## config.mk

```make
export PLATFORM = sky130hd
export DESIGN_NAME = terminal_cell_color_resolver_top
export DESIGN_NICKNAME = d
export VERILOG_FILES = /design/src/hdl/tccr_pkg.sv /design/src/hdl/terminal_cell_color_resolver_top.sv /design/src/hdl/tccr_lane.sv /design/src/hdl/tccr_merge.sv
export SDC_FILE = /design/constraint.sdc
export NUM_CORES = 1
export LEC_CHECK = 0
export ABC_CLOCK_PERIOD_IN_PS = 6900
export BUFFER_PORTS_ARGS = -buffer_cell sky130_fd_sc_hd__clkbuf_2
export CORE_ASPECT_RATIO = 1.75
export CORE_MARGIN = 10
export CORE_UTILIZATION = 34
export DETAILED_ROUTE_END_ITERATION = 10
export GPL_TIMING_DRIVEN = 0
export HOLD_SLACK_MARGIN = 0.03
export SYNTH_ARGS = -nofsm -noshare
export SYNTH_HDL_FRONTEND = slang
export SYNTH_SLANG_ARGS = --single-unit
export TNS_END_PERCENT = 50
```

## constraint.sdc

```tcl
create_clock -name clk -period 6.9 [get_ports clk]
set_clock_uncertainty 0.15 [all_clocks]
set_input_delay 1.38 -clock clk [delete_from_list [all_inputs] [get_ports clk]]
set_output_delay 1.38 -clock clk [all_outputs]
set_load 0.005 [all_outputs]
```

## src/hdl/tccr_pkg.sv

```systemverilog
// Shared types, constants and the fixed 16-color table for the cell color resolver.
// No dependencies; imported by every module of the block.
package tccr_pkg;

  typedef logic [23:0] rgb_t;

  localparam logic [1:0] KIND_DEFAULT = 2'd0;
  localparam logic [1:0] KIND_PALETTE = 2'd1;
  localparam logic [1:0] KIND_RGB     = 2'd2;

  localparam logic [1:0] REG_DEFAULT_FG = 2'd0;
  localparam logic [1:0] REG_DEFAULT_BG = 2'd1;
  localparam logic [1:0] REG_SCREEN_REV = 2'd2;

  localparam rgb_t DEFAULT_FG_RESET = 24'hD0D0D0;
  localparam rgb_t DEFAULT_BG_RESET = 24'h1C1C1C;

  localparam logic [7:0] CUBE_BASE = 8'd16;
  localparam logic [7:0] GRAY_BASE = 8'd232;

  localparam rgb_t BASE16 [16] = '{
    24'h1C1C1C, 24'hCC3333, 24'h33AA55, 24'hCCAA33,
    24'h3377DD, 24'hAA55CC, 24'h33AAAA, 24'hD0D0D0,
    24'h555555, 24'hFF5555, 24'h55DD77, 24'hFFDD55,
    24'h5599FF, 24'hDD77FF, 24'h55DDDD, 24'hFFFFFF
  };

  localparam logic [7:0] CUBE_STEPS [6] = '{
    8'd0, 8'd95, 8'd135, 8'd175, 8'd215, 8'd255
  };

  typedef struct packed {
    logic dim;
    logic rev;
    logic hidden;
  } attr_t;

endpackage

```

## src/hdl/terminal_cell_color_resolver_top.sv

```systemverilog
// Each accepted transaction passes the lane stage register, then the output register.
// Throughput: one transaction per cycle unless out_tready stalls; the foreground and
// background lanes resolve in parallel and the merge logic feeds the output register.
// Reset (rst_n, synchronous, active low) empties the pipeline and loads the
// default colors 0xD0D0D0 / 0x1C1C1C with screen reverse off.
// Top level; depends on tccr_pkg, tccr_lane and tccr_merge.
module terminal_cell_color_resolver_top
  import tccr_pkg::*;
(
  input  logic        clk,
  input  logic        rst_n,
  input  logic        cfg_we,
  input  logic [1:0]  cfg_index,
  input  logic [23:0] cfg_wdata,
  input  logic        in_tvalid,
  output logic        in_tready,
  // fg_red_or_index, fg_green, fg_blue, bg_red_or_index, bg_green, bg_blue
  input  logic [47:0] in_tdata,
  // fg_kind[1:0], bg_kind[3:2], bold_flag, dim_flag, reverse_flag, hidden_flag
  input  logic [7:0]  in_tuser,
  output logic        out_tvalid,
  input  logic        out_tready,
  // out_fg_red, out_fg_green, out_fg_blue, out_bg_red, out_bg_green, out_bg_blue
  output logic [47:0] out_tdata
);

  rgb_t  dflt_fg_r;
  rgb_t  dflt_bg_r;
  logic  scr_rev_r;

  rgb_t  fg_lane;
  rgb_t  bg_lane;
  rgb_t  fg_mrg;
  rgb_t  bg_mrg;

  logic  s1_v_r;
  rgb_t  s1_fg_r;
  rgb_t  s1_bg_r;
  attr_t s1_attr_r;
  attr_t attr_nxt;

  logic  out_v_r;
  logic [47:0] out_data_r;

  logic  s2_ld;
  logic  s1_ld;

  always_ff @(posedge clk) begin
    if (!rst_n) begin
      dflt_fg_r <= DEFAULT_FG_RESET;
      dflt_bg_r <= DEFAULT_BG_RESET;
      scr_rev_r <= 1'b0;
    end else if (cfg_we) begin
      case (cfg_index)
        REG_DEFAULT_FG: dflt_fg_r <= cfg_wdata;
        REG_DEFAULT_BG: dflt_bg_r <= cfg_wdata;
        REG_SCREEN_REV: scr_rev_r <= cfg_wdata[0];
        default: ;
      endcase
    end
  end

  tccr_lane u_fg_lane (
    .kind         (in_tuser[1:0]),
    .red_or_index (in_tdata[7:0]),
    .green        (in_tdata[15:8]),
    .blue         (in_tdata[23:16]),
    .dflt         (dflt_fg_r),
    .brighten     (in_tuser[4]),
    .rgb          (fg_lane)
  );

  tccr_lane u_bg_lane (
    .kind         (in_tuser[3:2]),
    .red_or_index (in_tdata[31:24]),
    .green        (in_tdata[39:32]),
    .blue         (in_tdata[47:40]),
    .dflt         (dflt_bg_r),
    .brighten     (1'b0),
    .rgb          (bg_lane)
  );

  assign attr_nxt.dim    = in_tuser[5];
  assign attr_nxt.rev    = in_tuser[6] ^ scr_rev_r;
  assign attr_nxt.hidden = in_tuser[7];

  assign s2_ld     = s1_v_r && (!out_v_r || out_tready);
  assign in_tready = !s1_v_r || s2_ld;
  assign s1_ld     = in_tvalid && in_tready;

  always_ff @(posedge clk) begin
    if (!rst_n) begin
      s1_v_r <= 1'b0;
    end else if (in_tready) begin
      s1_v_r <= in_tvalid;
    end
  end

  always_ff @(posedge clk) begin
    if (s1_ld) begin
      s1_fg_r   <= fg_lane;
      s1_bg_r   <= bg_lane;
      s1_attr_r <= attr_nxt;
    end
  end

  tccr_merge u_merge (
    .fg_in  (s1_fg_r),
    .bg_in  (s1_bg_r),
    .attr   (s1_attr_r),
    .fg_out (fg_mrg),
    .bg_out (bg_mrg)
  );

  always_ff @(posedge clk) begin
    if (!rst_n) begin
      out_v_r <= 1'b0;
    end else if (!out_v_r || out_tready) begin
      out_v_r <= s1_v_r;
    end
  end

  always_ff @(posedge clk) begin
    if (s2_ld) begin
      out_data_r <= {bg_mrg[7:0], bg_mrg[15:8], bg_mrg[23:16],
                     fg_mrg[7:0], fg_mrg[15:8], fg_mrg[23:16]};
    end
  end

  assign out_tvalid = out_v_r;
  assign out_tdata  = out_data_r;

  a_s1_fill: assert property (@(posedge clk) disable iff (!rst_n)
    s1_ld |=> s1_v_r)
    else $error("accepted transaction did not enter the lane stage");

  a_s2_fill: assert property (@(posedge clk) disable iff (!rst_n)
    s2_ld |=> out_tvalid)
    else $error("merged result did not reach the output register");

  a_stall_cause: assert property (@(posedge clk) disable iff (!rst_n)
    !in_tready |-> (s1_v_r && out_v_r && !out_tready))
    else $error("input stalled without a full pipeline");

  a_no_drop: assert property (@(posedge clk) disable iff (!rst_n)
    (out_v_r && !out_tready) |=> out_v_r)
    else $error("pending result dropped");

endmodule

```

## src/hdl/tccr_lane.sv

```systemverilog
// One color lane: resolves a default, palette or direct RGB color to 24-bit RGB.
// Depends on tccr_pkg for the palette tables and kind codes.
module tccr_lane
  import tccr_pkg::*;
(
  input  logic [1:0] kind,
  input  logic [7:0] red_or_index,
  input  logic [7:0] green,
  input  logic [7:0] blue,
  input  rgb_t       dflt,
  input  logic       brighten,
  output rgb_t       rgb
);

  logic [7:0]  idx;
  logic [7:0]  cube;
  logic [15:0] prod36;
  logic [15:0] prod6;
  logic [2:0]  q36;
  logic [5:0]  q6;
  logic [5:0]  q6_rem;
  logic [7:0]  b_rem;
  logic [7:0]  gray_off;
  logic [7:0]  gray;
  rgb_t        pal;

  // Bold lifts the eight low palette entries to their bright counterparts.
  assign idx = (brighten && kind == KIND_PALETTE && red_or_index < 8'd8) ?
               (red_or_index | 8'd8) : red_or_index;

  // Cube digits via reciprocal multiplies, exact for offsets below 216.
  assign cube   = idx - CUBE_BASE;
  assign prod36 = 16'(cube) * 16'd57;
  assign prod6  = 16'(cube) * 16'd171;
  assign q36    = prod36[13:11];
  assign q6     = prod6[15:10];
  assign q6_rem = q6 - 6'(q36) * 6'd6;
  assign b_rem  = cube - 8'(q6) * 8'd6;

  assign gray_off = idx - GRAY_BASE;
  assign gray     = 8'd8 + gray_off * 8'd10;

  always_comb begin
    if (idx < CUBE_BASE) begin
      pal = BASE16[idx[3:0]];
    end else if (idx < GRAY_BASE) begin
      pal = {CUBE_STEPS[q36], CUBE_STEPS[q6_rem[2:0]], CUBE_STEPS[b_rem[2:0]]};
    end else begin
      pal = {gray, gray, gray};
    end
  end

  always_comb begin
    case (kind)
      KIND_PALETTE: rgb = pal;
      KIND_RGB:     rgb = {red_or_index, green, blue};
      default:      rgb = dflt;
    endcase
  end

endmodule

```

## src/hdl/tccr_merge.sv

```systemverilog
// Merge stage: applies dim, reverse and hidden to the two resolved lane colors.
// Depends on tccr_pkg for rgb_t and attr_t.
module tccr_merge
  import tccr_pkg::*;
(
  input  rgb_t  fg_in,
  input  rgb_t  bg_in,
  input  attr_t attr,
  output rgb_t  fg_out,
  output rgb_t  bg_out
);

  rgb_t fg_dim;
  rgb_t fg_sw;

  assign fg_dim = attr.dim ? ((fg_in >> 1) & 24'h7F7F7F) : fg_in;
  assign fg_sw  = attr.rev ? bg_in : fg_dim;
  assign bg_out = attr.rev ? fg_dim : bg_in;
  assign fg_out = attr.hidden ? bg_out : fg_sw;

endmodule
```

Word-level counts from Yosys, hierarchy flattened
Memories as Yosys holds them, arrays and structs flattened.
Cells that the tools add are included.
{"block": "word_totals", "regBits": 150, "latch_bits": 0, "mem_bits_rw": 0, "mem_bits_ro": 1152, "in_bits": 87, "memories": 8}
{"name": "(no name shown)", "words": 16, "width": 24, "read_ports": 1, "rd_clocked_by_memory_dff": 0, "wr": 0, "line_no": "tccr_lane.sv:45", "text": "pal = BASE16[idx[3:0]];"}
{"name": "(no name shown)", "words": 16, "width": 24, "read_ports": 1, "rd_clocked_by_memory_dff": 0, "wr": 0, "line_no": "tccr_lane.sv:45"}
{"name": "(no name shown)", "words": 8, "width": 8, "read_ports": 1, "rd_clocked_by_memory_dff": 0, "wr": 0, "line_no": "tccr_lane.sv:47", "text": "pal = {CUBE_STEPS[q36], CUBE_STEPS[q6_rem[2:0]], CUBE_STEPS[b_rem[2:0]]};"}
{"name": "(no name shown)", "words": 8, "width": 8, "read_ports": 1, "rd_clocked_by_memory_dff": 0, "wr": 0, "line_no": "tccr_lane.sv:47"}
{"name": "(no name shown)", "words": 8, "width": 8, "read_ports": 1, "rd_clocked_by_memory_dff": 0, "wr": 0, "line_no": "tccr_lane.sv:47"}
{"name": "(no name shown)", "words": 8, "width": 8, "read_ports": 1, "rd_clocked_by_memory_dff": 0, "wr": 0, "line_no": "tccr_lane.sv:47"}
{"name": "2 more memories"}
{"block": "classes", "addsub": 10, "mul": 10, "n_div": 0, "n_lt_le_gt_ge": 13, "n_eq_ne": 6, "shifts": 0, "muxes": 27, "bitwise_logic": 9, "n_reduce_logical": 12}
{"op": "$mux W24", "count": 12}
{"op": "$mux W8", "count": 12}
{"op": "$pmux W24 S2", "count": 2}
{"op": "$mul A8 B8 Y16 const B", "count": 2}
{"op": "$mul A8 B6 Y14 const B", "count": 2}
{"op": "$ge A4 B4 Y1 const B", "count": 6}
{"op": "$not A3 Y4", "count": 6}
{"op": "$add A4 B8 Y8 const A", "count": 2}
{"op": "$lt A8 B5 Y1 const B", "count": 2}
{"op": "$lt A8 B8 Y1 const B", "count": 2}
{"op": "$mul A8 B3 Y7 const B", "count": 2}
{"op": "$sub A8 B5 Y8 const B", "count": 2}
{"op": "$sub A8 B8 Y8 const B", "count": 2}
{"op": "$mul A6 B2 Y2 const B", "count": 2}
{"op": "$sub A3 B3 Y3", "count": 4}
{"op": "$ge A5 B5 Y1 const B", "count": 2}
{"op": "$not A4 Y5", "count": 2}
{"op": "$lt A8 B4 Y1 const B", "count": 1}
{"op": "$eq A2 B1 Y1 const B", "count": 3}
{"op": "$eq A2 B2 Y1 const B", "count": 3}
{"op": "$mul A3 B2 Y2 const B", "count": 2}
{"op": "$reduce_and A2 Y1", "count": 3}
{"op": "$logic_and A1 B1 Y1", "count": 4}
{"op": "$mux W4", "count": 1}
{"op": "4 further kinds", "count": 6}

Longest topological paths before layout
{"block": "depth", "word_depth": 15, "ltp_mapped": 25, "ltp_nobuf": 23}

Modules after synthesis
A second synthesis with hierarchy kept.
{"block": "unflattened", "hier_cells": 1319, "hier_area_um2": 12769.7}
{"module": "terminal_cell_color_resolver_top", "instances": 1, "cells_each": 314, "area_each_um2": 5066.1, "seq_area_each_um2": 3993.8}
{"module": "tccr_lane (u_bg_lane)", "instances": 1, "cells_each": 439, "area_each_um2": 3468.3, "seq_area_each_um2": 0.0}
{"module": "tccr_lane (u_fg_lane)", "instances": 1, "cells_each": 441, "area_each_um2": 3362.0, "seq_area_each_um2": 0.0}
{"module": "tccr_merge", "instances": 1, "cells_each": 125, "area_each_um2": 873.3, "seq_area_each_um2": 0.0}

Worst setup path before layout
Ideal clock, no wire load.
{"block": "synth_timing", "path_kind": "input -> register", "startpoint": "input in_tdata[4]", "endpoint": "register s1_fg_r[10], data pin", "setup_time_ns": 0.267, "arrival_ns": 7.070, "required_time_ns": 6.483, "path_slack_ns": -0.586, "stages": 24, "cell_sequence": "inv_1 -> ha_1 -> nor3b_4 -> a31o_2 -> clkbuf_1 -> ha_1 -> inv_1 -> fa_1 -> fa_1 -> fa_1 -> inv_1 -> ha_1 -> a211oi_1 -> nor2_1 -> a311oi_1 -> xnor2_1 -> ha_1 -> xor2_1 -> xnor2_1 -> xnor3_1 -> xnor2_1 -> nand2_1 -> nor4_1 -> o21ai_1"}
{"block": "synth_between", "elab_chain_len": 14, "word_cells_on_any_way": 21, "cone_classes": "2 x add/sub; 3 x mul; 3 x order compare; 8 x mux; 2 x bitwise; 1 x reduce/logical; 2 x memory"}
{"element": "start: declaration", "line_no": "terminal_cell_color_resolver_top.sv:18", "text": "input logic [47:0] in_tdata,"}
{"element": "$lt A8 B4 Y1", "line_no": "tccr_lane.sv:28", "text": "assign idx = (brighten && kind == KIND_PALETTE && red_or_index < 8'd8) ?"}
{"element": "$logic_and A1 B1 Y1", "line_no": "tccr_lane.sv:28"}
{"element": "$mux W4", "line_no": "tccr_lane.sv:28"}
{"element": "$sub A8 B5 Y8", "line_no": "tccr_lane.sv:32", "text": "assign cube = idx - CUBE_BASE;"}
{"element": "$mul A8 B6 Y14", "line_no": "tccr_lane.sv:33", "text": "assign prod36 = 16'(cube) * 16'd57;"}
{"element": "$mul A3 B2 Y2", "line_no": "tccr_lane.sv:37", "text": "assign q6_rem = q6 - 6'(q36) * 6'd6;"}
{"element": "$sub A3 B3 Y3", "line_no": "tccr_lane.sv:37"}
{"element": "$not A3 Y4 (implied by the code)", "line_no": "tccr_lane.sv:47"}
{"element": "$mem_v2 Z8 W8"}
{"element": "$mux W8 (implied by the code) (2 in a row)", "line_no": "tccr_lane.sv:47"}
{"element": "$mux W24", "line_no": "tccr_lane.sv:46", "text": "end else if (idx < GRAY_BASE) begin"}
{"element": "$mux W24 *", "line_no": "tccr_lane.sv:44", "text": "if (idx < CUBE_BASE) begin"}
{"element": "$pmux W24 S2 *", "line_no": "tccr_lane.sv:54", "text": "case (kind)"}
{"element": "via fg_lane[10]", "line_no": "terminal_cell_color_resolver_top.sv:31", "text": "rgb_t fg_lane;"}
{"element": "end signal: assignment", "line_no": "terminal_cell_color_resolver_top.sv:101", "text": "s1_fg_r <= fg_lane;"}
{"element": "end: declaration", "line_no": "terminal_cell_color_resolver_top.sv:37", "text": "rgb_t s1_fg_r;"}
The timed path passes the listed nets; every way through them passes the cells marked *. The select of a mux whose other input is x is not followed.
A chain may end at the register's enable or synchronous reset.

Worst setup path in the final report
{"block": "layout_timing", "startpoint": "input in_tdata[4]", "endpoint": "register s1_fg_r[8], data pin"}
Same word-level chain as after synthesis.

==> key figures <==
GRT
  – First-pass GRT wire length: 66320 um
  – GRT Overall Usage: 0.2003
  – Largest net degree at the start of global routing: 33
  – Vias in the first global route: 11120
  – GR Overflow Total: 0
  – Initial antenna violation count: 2

Timing
  – Achievable Freq: 147.2 MHz
  – Min Tclk post-route: 6.793 ns
  – Max-slew headroom: 0.4882
  – Worst slew pin tran: 0.7580 ns
  – Final Hold Vio Count: 0
  – Slew Limit Fails: 0
  – RSZ-0062 raised after global routing: yes
  – Tcrit/Tclk final: 0.9846
  – Finish-stage setup viols: 0
  – Setup TNS Final: 0 ns

Logic synthesis
  – Post-synthesis net count: 1617
  – Fraction of registers with async set/reset: 0
  – Syn_area_per_cell: 9.060 um^2
  – Top FF cell, synth: edfxtp_1
  – Synth Warn #: 0
  – Post-synth cell types: 76
  – Top cell type's share of synthesized area: 0.2443
  – Post-synth EDFFs: 99
  – Post-Syn Instances: 1343
  – Seq/Total Area, Yosys: 0.3282
  – Top cells by area, synth: edfxtp_1, ha_1, dfxtp_1
  – Mapped Area: 0.01217 mm^2
  – FF+latch count, synth: 150
  – Area leader, netlist: edfxtp_1

Drt
  – Initial drt markers: 670
  – Total Wirelength: 45070 um
  – DRC: 0
  – Final antenna-violating net count: 0
  – Drt pass-1 iters: 6
  – WL/cell: 22.41 um
  – Vias: 10750
  – Drt via density: 5.345

Finish
  – Layout area overhead: 21.30%
  – Fraction of layout cells with a size suffix above 1: 0.1799
  – Nets: 1807
  – Final std cells w/o fill: 2011

CTS
  – CTS tree: done
  – Root Buffer Master: clkbuf_16
  – CTS Buf Count: 17
  – Maximum buffer depth of the clock tree: 2
  – Reg clk slew, reported paths: 0.07 ns
  – Clk Latency, worst-skew pair: 0.43 ns
  – CTS hold repair buffers: 0
  – CTS Sinks: 150
  – H-tree depth: 4

Floorplanning
  – Die footprint: 0.04405 mm^2
  – Core area: 0.03530 mm^2
  – Starting Density: 0.3447
  – Die width: 163.0 um
  – IO Pins: 137
  – Cell Rows: 91
  – Die H: 270.3 um

Critical path
  – R2r endpoint: out_tdata[20]
  – R2R cell count: 6
  – Critical path class: in -> reg
  – Worst reg2reg startpoint: s1_attr_r[1]
  – Slowest cell on crit path: fa_1
  – Setup crit start kind: input port
  – Crit path top cell by count: buf_4
  – Flop-to-flop setup slack: 4.50 ns
  – Max incr delay on CP: 0.52 ns
  – Crit. End Element: flop
  – CP required: 6.92 ns
  – CP Max Fanout: 3
  – Critical path arrival: 6.81 ns

Power and ir drop
  – Sequential share of power: 0.231
  – Sw Pwr: 2.099 mW
  – Clock share of power: 0.190
  – Comb pwr share: 0.579
  – Power per cell area: 335.6 mW/mm^2
  – Sw Ratio: 0.4239
  – VDD IR max: 209.4 uV
  – Pleak: 6.463 nW
  – Cell-internal power: 2.853 mW

Flow run
  – Max-cap viol count: 0

Placement
  – Placed Instances: 1944
  – Post-detail-place hpwl: 37080 um
  – Global placement routability congestion: 1.024
  – Port Buffer Count: 134

Outcome
  – Status: finished clean

Worst hold path
  – Worst Min Path Start: dflt_bg_r[0]
  – Hold path endpoint: dflt_bg_r[0]
  – Cells on Worst Hold Path: 2
  – Hold crit path type: reg -> reg
[critical path, delay by kind of cell]
| family | cells | cell delay [ns] |
|---|---|---|
| buffers and inverters | 14 | 1.63 |
| XOR/XNOR | 1 | 0.34 |
| AO/OA/AOI/OAI | 5 | 0.81 |
| adder cells (fa/ha/maj) | 6 | 2.22 |
| AND/OR/NAND/NOR | 3 | 0.41 |
[what timing repair did]
item                       in CTS  in global routing
setup endpoints to repair      28                 28
pin swaps                      23                 23
gates resized for setup        43                 34
setup buffers                  29                  7
cloned                          0                  0
[cells by family (layout without fill, tap and decap cells)]
logic type / Yosys count / in the layout / synth area share
AO/OA/AOI/OAI: 324 / 324 / 0.1711
XOR/XNOR: 65 / 65 / 0.05121
flip-flops: 150 / 150 / 0.3282
adder cells (fa/ha/maj): 187 / 187 / 0.2170
other: 0 / 1 / 0
multiplexers: 33 / 33 / 0.02725
buffers and inverters: 207 / 409 / 0.06509
AND/OR/NAND/NOR: 377 / 377 / 0.1402
[synth_stat cells (12+ instances only)]
cell type	number
o31ai_1	12
nand3_1	35
ha_1	147
nor3_1	21
and3_1	14
xor2_1	21
xnor2_1	40
mux2i_1	32
a21oi_1	73
a21boi_0	32
a22oi_1	25
inv_1	131
o211ai_1	19
clkbuf_1	65
nand2_1	186
dfxtp_1	51
nand4_1	12
edfxtp_1	99
o21ai_0	94
fa_1	40
nor2_1	64
[area by class of cell]
cell class                      instances  area, um^2
Sequential cell                       150        3994
Buffer                                 73       337.8
Timing Repair Buffer                  172        1012
Antenna cell                            1       2.502
Fill cell                            3606       20540
Tap cell                              465       581.8
Inverter                              133       516.7
Clock inverter                         14       171.4
Clock buffer                           17       425.4
Multi-Input combinational cell        986        7717
[registers in the layout, indices dropped and copies added, names as in the netlist]
register / flops
out_tvalid: 1
out_tdata: 48
s1_v_r: 1
s1_fg_r: 24
dflt_bg_r: 24
dflt_fg_r: 24
s1_attr_r: 3
s1_bg_r: 24
scr_rev_r: 1
[stage by stage]
step	area (um^2)	setup slack, ns	total power, mW	util	hold WS (ns)
after global routing	14760	-0.07379	5.250	0.4181	0.3549
after floorplan	12240	0.002891	2.759	-	0.2818
after CTS	14540	-0.1029	4.841	0.4120	0.3227
after detailed placement	13550	-1.532	3.508	0.3838	0.3132
final	14760	0.1066	4.953	0.4182	0.3210
after global placement	13500	-1.555	3.486	0.3824	0.3063
[how the worst max path moves through the flow]
| stage | slack (ns) | cells after the start | endpoint | start |
|---|---|---|---|---|
| final | 0.11 | 29 | s1_fg_r[8] | in_tdata[4] |
| after global routing | -0.07 | 22 | s1_bg_r[12] | in_tdata[27] |
| after CTS | -0.10 | 26 | s1_fg_r[15] | in_tdata[4] |
| after detailed placement | -1.53 | 24 | s1_fg_r[6] | in_tdata[4] |
| after global placement | -1.56 | 24 | s1_fg_r[6] | in_tdata[4] |
| after floorplan | 0.003 | 23 | s1_fg_r[9] | in_tdata[4] |
[per-layer routing]
metal	share of wire	wire length (um)	vias up	global-route usage
met1	0.34	15190	5106	0.1887
met3	0.045	2037	153	0.02914
met2	0.53	23880	398	0.3727
met5	0.00029	13	-	0
li1	-	-	5089	-
met4	0.088	3944	2	0.1576
[power groups by stage]
stage                     Combinational [mW]  Clock (mW)  Sequential [mW]
after floorplan                         1.61           0             1.15
after global placement                  2.32           0             1.16
after detailed placement                2.34           0             1.16
after CTS                               2.74       0.957             1.14
after global routing                    3.11       0.989             1.15
final                                   2.87       0.942             1.14
[cells in the final DEF (no fill, tap or decap), drive strengths merged, types with 3 or more instances in the layout]
master / netlist / layout
clkbuf: 65 / 215
nand2: 186 / 186
ha: 147 / 147
inv: 132 / 134
edfxtp: 99 / 99
o21ai: 95 / 95
a21oi: 73 / 73
nor2: 64 / 64
dfxtp: 51 / 51
buf: 9 / 47
xnor2: 41 / 41
fa: 40 / 40
nand3: 35 / 35
mux2i: 32 / 32
a21boi: 32 / 32
a22oi: 25 / 25
nor3: 22 / 22
xor2: 22 / 22
o211ai: 19 / 19
and3: 14 / 14
nand4: 12 / 12
o31ai: 12 / 12
a31oi: 11 / 11
nor2b: 10 / 10
clkinvlp: 0 / 8
nand2b: 8 / 8
a211oi: 8 / 8
a21o: 7 / 7
a221oi: 7 / 7
nor4: 5 / 5
nand3b: 4 / 4
nor3b: 4 / 4
and2: 3 / 3
clkinv: 1 / 3
(Power assumes the default switching activity.)
